## src/sv/lrpb_pkg.sv

```systemverilog
`default_nettype none

package lrpb_pkg;

	localparam int DISPLAY_COLUMNS_DEF = 128;
	localparam int DISPLAY_ROWS_DEF    = 64;
	localparam int PAGE_HEIGHT         = 8;

	typedef enum logic [1:0] {
		CMD_DRAW  = 2'd0,
		CMD_READ  = 2'd1,
		CMD_CLEAR = 2'd2
	} cmd_t;

	typedef enum logic [2:0] {
		ST_INIT,
		ST_IDLE,
		ST_DECODE,
		ST_LINE,
		ST_DRAIN,
		ST_READ,
		ST_CLEAR,
		ST_RESULT
	} st_t;

	// Commands from the controller to the datapath.
	typedef struct packed {
		logic load;
		logic step;
		logic clr_en;
		logic rd_en;
		logic res_load;
	} dp_cmd_t;

	// Status from the datapath to the controller.
	typedef struct packed {
		cmd_t cmd;
		logic skip;
		logic last;
		logic pipe_busy;
		logic clr_last;
	} dp_stat_t;

endpackage

`default_nettype wire

```

## src/sv/lrpb_ctrl.sv

```systemverilog
`default_nettype none

module lrpb_ctrl (
	input  logic               clk,
	input  logic               arst_n,
	input  logic               in_valid,
	output logic               in_ready,
	output logic               out_valid,
	input  logic               out_ready,
	output lrpb_pkg::dp_cmd_t  cmd,
	input  lrpb_pkg::dp_stat_t stat
);

	import lrpb_pkg::*;

	st_t  state_q;
	st_t  state_d;
	logic out_valid_q;

	always_ff @(posedge clk or negedge arst_n) begin
		if (!arst_n) begin
			state_q <= ST_INIT;
		end else begin
			state_q <= state_d;
		end
	end

	always_comb begin
		state_d = state_q;
		case (state_q)
			ST_INIT: begin
				if (stat.clr_last) begin
					state_d = ST_IDLE;
				end
			end
			ST_IDLE: begin
				if (in_valid) begin
					state_d = ST_DECODE;
				end
			end
			ST_DECODE: begin
				case (stat.cmd)
					CMD_DRAW:  state_d = stat.skip ? ST_RESULT : ST_LINE;
					CMD_READ:  state_d = ST_READ;
					CMD_CLEAR: state_d = ST_CLEAR;
					default:   state_d = ST_RESULT;
				endcase
			end
			ST_LINE: begin
				if (stat.last) begin
					state_d = ST_DRAIN;
				end
			end
			ST_DRAIN: begin
				if (!stat.pipe_busy) begin
					state_d = ST_RESULT;
				end
			end
			ST_READ: begin
				state_d = ST_RESULT;
			end
			ST_CLEAR: begin
				if (stat.clr_last) begin
					state_d = ST_RESULT;
				end
			end
			ST_RESULT: begin
				if (!out_valid_q || out_ready) begin
					state_d = ST_IDLE;
				end
			end
			default: begin
				state_d = ST_INIT;
			end
		endcase
	end

	always_comb begin
		cmd      = '0;
		in_ready = 1'b0;
		case (state_q)
			ST_INIT: begin
				cmd.clr_en = 1'b1;
			end
			ST_IDLE: begin
				in_ready = 1'b1;
				cmd.load = in_valid;
			end
			ST_LINE: begin
				cmd.step = 1'b1;
			end
			ST_READ: begin
				cmd.rd_en = 1'b1;
			end
			ST_CLEAR: begin
				cmd.clr_en = 1'b1;
			end
			ST_RESULT: begin
				cmd.res_load = !out_valid_q || out_ready;
			end
			default: begin
				cmd = '0;
			end
		endcase
	end

	always_ff @(posedge clk or negedge arst_n) begin
		if (!arst_n) begin
			out_valid_q <= 1'b0;
		end else if (cmd.res_load) begin
			out_valid_q <= 1'b1;
		end else if (out_ready) begin
			out_valid_q <= 1'b0;
		end
	end

	assign out_valid = out_valid_q;

	a_idle_pipe_empty: assert property (@(posedge clk) disable iff (!arst_n)
		in_ready |-> !stat.pipe_busy)
		else $error("pixel pipeline still busy while a new beat can be taken");

	a_accept_decode: assert property (@(posedge clk) disable iff (!arst_n)
		(in_valid && in_ready) |=> (state_q == ST_DECODE))
		else $error("accepted beat was not decoded in the next cycle");

	a_result_drained: assert property (@(posedge clk) disable iff (!arst_n)
		cmd.res_load |-> (!stat.pipe_busy && !cmd.step && !cmd.clr_en))
		else $error("result loaded before the buffer writes were finished");

endmodule

`default_nettype wire

```

## config.mk

```make
export PLATFORM = sky130hd
export DESIGN_NAME = lrpb_ctrl
export DESIGN_NICKNAME = d
export VERILOG_FILES = /design/src/sv/lrpb_pkg.sv /design/src/sv/lrpb_ctrl.sv
export SDC_FILE = /design/constraint.sdc
export NUM_CORES = 1
export LEC_CHECK = 0
export BUFFER_PORTS_ARGS = -buffer_cell sky130_fd_sc_hd__buf_2
export CELL_PAD_IN_SITES_DETAIL_PLACEMENT = 1
export CELL_PAD_IN_SITES_GLOBAL_PLACEMENT = 2
export CORE_UTILIZATION = 29
export CTS_BUF_LIST = sky130_fd_sc_hd__clkbuf_8
export DETAILED_ROUTE_END_ITERATION = 10
export GPL_ROUTABILITY_DRIVEN = 0
export PLACE_DENSITY_LB_ADDON = 0.1
export SLEW_MARGIN = 10
export SYNTH_ARGS = -nofsm -noshare
export SYNTH_HDL_FRONTEND = slang
export SYNTH_SLANG_ARGS = --single-unit
```

## constraint.sdc

```tcl
create_clock -name clk -period 3.76 [get_ports clk]
set_input_delay 0.376 -clock clk [delete_from_list [all_inputs] [get_ports clk]]
set_output_delay 0.376 -clock clk [all_outputs]
set_load 0.01 [all_outputs]
```

======== Word-level counts from Yosys, hierarchy flattened ========
Cells that the tools add are included.
Widths: inputs -> output; s select.
word-level totals
  bits in registers ....................... 4
  word-level logic and storage cells ...... 41
  input port bits ......................... 10
  output and inout port bits .............. 7
cells by class
  multiplexer cells ....................... 17
  eq/ne operators ......................... 15
  reduce and logical (&&, ||, !) cells .... 7
operators by type and width
  cell                count
  $pmux 3 s8          1
  $mux 3              7
  $eq 3x3->1 const B  4
  $ne 2x2->1 const B  6
  $pmux 3 s3          1
  $mux 1              8
  $eq 3x2->1 const B  2
  $reduce_and 6->1    1
  $eq 3x1->1 const B  1
  $logic_not 3->1     1
  $eq 2x1->1 const B  1
  $eq 2x2->1 const B  1
  $logic_not 2->1     1
  $reduce_bool 2->1   1
  $reduce_or 2->1     1
  $logic_not 1->1     1
  $logic_or 1x1->1    1

======== Logic depth before layout (Yosys ltp) ========
  word-level depth ........................ 4
  gate-level depth with buffers ........... 6
  depth with buffers taken out ............ 6

======== Worst setup path after synthesis ========
No wires, ideal clock.
  path type ............................... register to output
  from .................................... register state_q[1]
  to ...................................... output cmd[4] (netlist name)
  setup slack ............................. 2.216 ns
  required time ........................... 3.384 ns
  data arrival time ....................... 1.168 ns
  cell stages (with the launch flop) ...... 4
  path buffers ............................ 1
  cell sequence ........................... dfrtp_1 > buf_2 > nor3_1 > and2_1
RTL lines
  what                    RTL line         text
  from (decl)             lrpb_ctrl.sv:16  st_t state_q;
  from (signal assigned)  lrpb_ctrl.sv:24  state_q <= state_d;
  to (decl)               lrpb_ctrl.sv:10  output lrpb_pkg::dp_cmd_t cmd,

==> out/metrics.cfg <==
[finish]
num-nets-final=79
layout_commonest_cell=buf_2
finalNonFillerCells=78
n_antenna_cell=0
fillers=166
final_cell_mix=buf_2, inv_1, nor2_1
area_growth_pct=31.1
fin_util_pct=41.2
final_layout_size_suffix_gt1_share_pct=38.1

[critical_path]
critPathLaunchType=flop
crit_required_ns=3.38
worst-path-max-fanout=13
slowest_delay_ns=0.58
path_delay_family=flip-flops
end_kind=output port
path_cells=inv_1 -> nor3_1 -> and2_1 -> buf_2
crit_buf_inv=2
arrival_ns=1.43
worstSetupPathType=reg -> out
slowest_stage=dfrtp_1

[synthesis]
synth_xor_area_share_pct=2.11
synthMuxAreaShare_pct=6.04
synthesis.nets=60
avgSynthCellArea_um2=9.00
synth_seq_area_share_pct=24.2
ys_seq_elements=4
netlist_area_um2=414
yosys.area_share.simple_pct=19.3
yosysWarningCount=0
synth_compound_area_share_pct=25.7
synth_top_family_by_area=compound AO/OA/AOI/OAI gates
synth_fa_ha_area_share_pct=12.1
synthDistinctLibCells=25
synthCells=46

[place]
port_buffers=16
dp_cells=74
dpl.hpwl_um=686
pre_cts_ws_ns=2.16

[clocking]
clk_latency_ns=0.21
postCtsHoldBufs=1
htreeDepth=1
cts.clk_slew.worst_paths_ns=0.03
cts-root-buf=clkbuf_8
clockBufferDepth=2
cts_made_buffers=3
clock_sinks=4
cts_resized=0
cts_setup_buffers=0
cts_tree=built

[sta]
period_minus_slack_ns=1.80
layout_setup_ws_ns=1.96
slew_headroom_pct=66.5
rsz0062_at_grt=no
finClkSkew_ns=0.000372
min_period_over_period_pct=48.0
hold_viol=0
fin_setup_tns_ns=0
setup_viol=0
drv_slew=0
worst_slew_pin_slew_ns=0.503
max_freq_mhz=554

[hold_path]
worstHoldPathType=in -> reg

[floorplan]
initial_core_util_pct=31.4
die_area_um2=1580
rows=13
ioPinCount=17
die_w_um=39.8
core_um2=1320
die_h_um=39.8

[drt]
finalWirelength_um=924
routed.top_layer=met4
viasPerCell=4.90
wl_met1_um=451
met3_length_um=38
first_pass_iters=4
drtIter0Drc=2
antenna_left=0
dr_wl_met2_um=403
avgRoutedWirePerCell_um=11.8
vias=382
drc=0

[grt]
grt_max_degree=15
grt_pass1_wl_mm=1.37
grt_pass1_vias=299
antenna_found_initial=0
grt_overflow=0
gr-usage-all-layers_pct=14.3

[pwr]
p_sw_share_pct=43.5
p_sw_uw=177
combinationalPowerShare_pct=45.8
power.leakage_uw=0.000281
ir_drop_uv=330
pwr-share-seq_pct=32.5
power.density_nw_per_um2=749
pwr-share-clk_pct=21.7
intPower_uw=230

[outcome]
status=finished, final reports clean

[flow_run]
drv_cap=0

layout make-up:
class                      instances  area, um^2  share of cell area (%)
sequential                         4         100                    18.4
clock buffer                       3        41.3                    7.60
multi-input combinational         33         270                    49.8
inverter                           6        22.5                    4.15
timing repair buffer              17        90.1                    16.6
tap                               15        18.8                    3.46
power by group through the flow:
stage | clock network (uW) | logic [uW] | registers, uW
finish | 88.2 | 187 | 132
floorplan | 0 | 181 | 90.8
global route | 96.7 | 210 | 144
CTS | 91.1 | 191 | 134
global placement | 0 | 189 | 133
detailed placement | 0 | 190 | 134
kinds of logic after synthesis:
kind of cell               Yosys count
adders and majority gates            4
DFF                                  4
AOI/OAI and AO/OA                   12
buffers and inverters                9
muxes                                2
and+or+nand+nor                     14
xor gates and xnor gates             1
state kept, by name (all words and copies together) (netlist names):
name / cells
out_valid: 1
state_q: 3
through the flow:
step	instance area [um^2]	hold WS [ns]	power [uW]
2_1_floorplan	414	0.0804	272
3_3_place_gp	492	0.184	322
3_5_place_dp	492	0.184	324
4_1_cts	543	0.398	416
6_report	543	0.395	407
5_1_grt	543	0.416	451
cells in the mapped netlist:
| library cell | instances | area [um^2] |
|---|---|---|
| o311ai_4 | 1 | 26.3 |
| ha_1 | 4 | 50.1 |
| a21oi_1 | 2 | 10.0 |
| a2111o_1 | 1 | 11.3 |
| nor3_1 | 1 | 5.00 |
| a31oi_1 | 1 | 6.26 |
| xor2_1 | 1 | 8.76 |
| buf_6 | 1 | 11.3 |
| o311ai_0 | 1 | 8.76 |
| dfrtp_1 | 4 | 100 |
| nor3b_1 | 2 | 15.0 |
| nor2_1 | 5 | 18.8 |
| mux2i_1 | 1 | 10.0 |
| o21bai_1 | 1 | 7.51 |
| inv_1 | 6 | 22.5 |
| and4b_1 | 1 | 10.0 |
| o21ai_0 | 2 | 10.0 |
| mux2_4 | 1 | 15.0 |
| nand2_1 | 2 | 7.51 |
| o2bb2ai_1 | 1 | 8.76 |
| buf_2 | 2 | 10.0 |
| nand3_1 | 1 | 5.00 |
| o21ai_2 | 2 | 17.5 |
| and2_1 | 1 | 6.26 |
| nor3b_2 | 1 | 12.5 |
routing by layer:
layer	global-route usage [%]	vias up
met3	3.98	4
met4	12.9	0
li1	-	194
met2	18.4	9
met5	0	-
met1	18.4	175
path summary, 6_finish.rpt:
| kind | startpoint | endpoint | slack (ns) | cells after the start |
|---|---|---|---|---|
| setup / recovery | state_q[0] | cmd[4] | 1.96 | 4 |
| hold / removal | out_ready | out_valid | 0.39 | 2 |
| setup reg to reg | state_q[0] | state_q[0] | 2.24 | 3 |
| hold reg to reg | out_valid | out_valid | 0.57 | 2 |
| max in group asynchronous | arst_n | state_q[2] | 3.13 | 2 |
| min in group asynchronous | arst_n | out_valid | 0.51 | 2 |
Note: power is estimated with default switching activity, not from simulation.
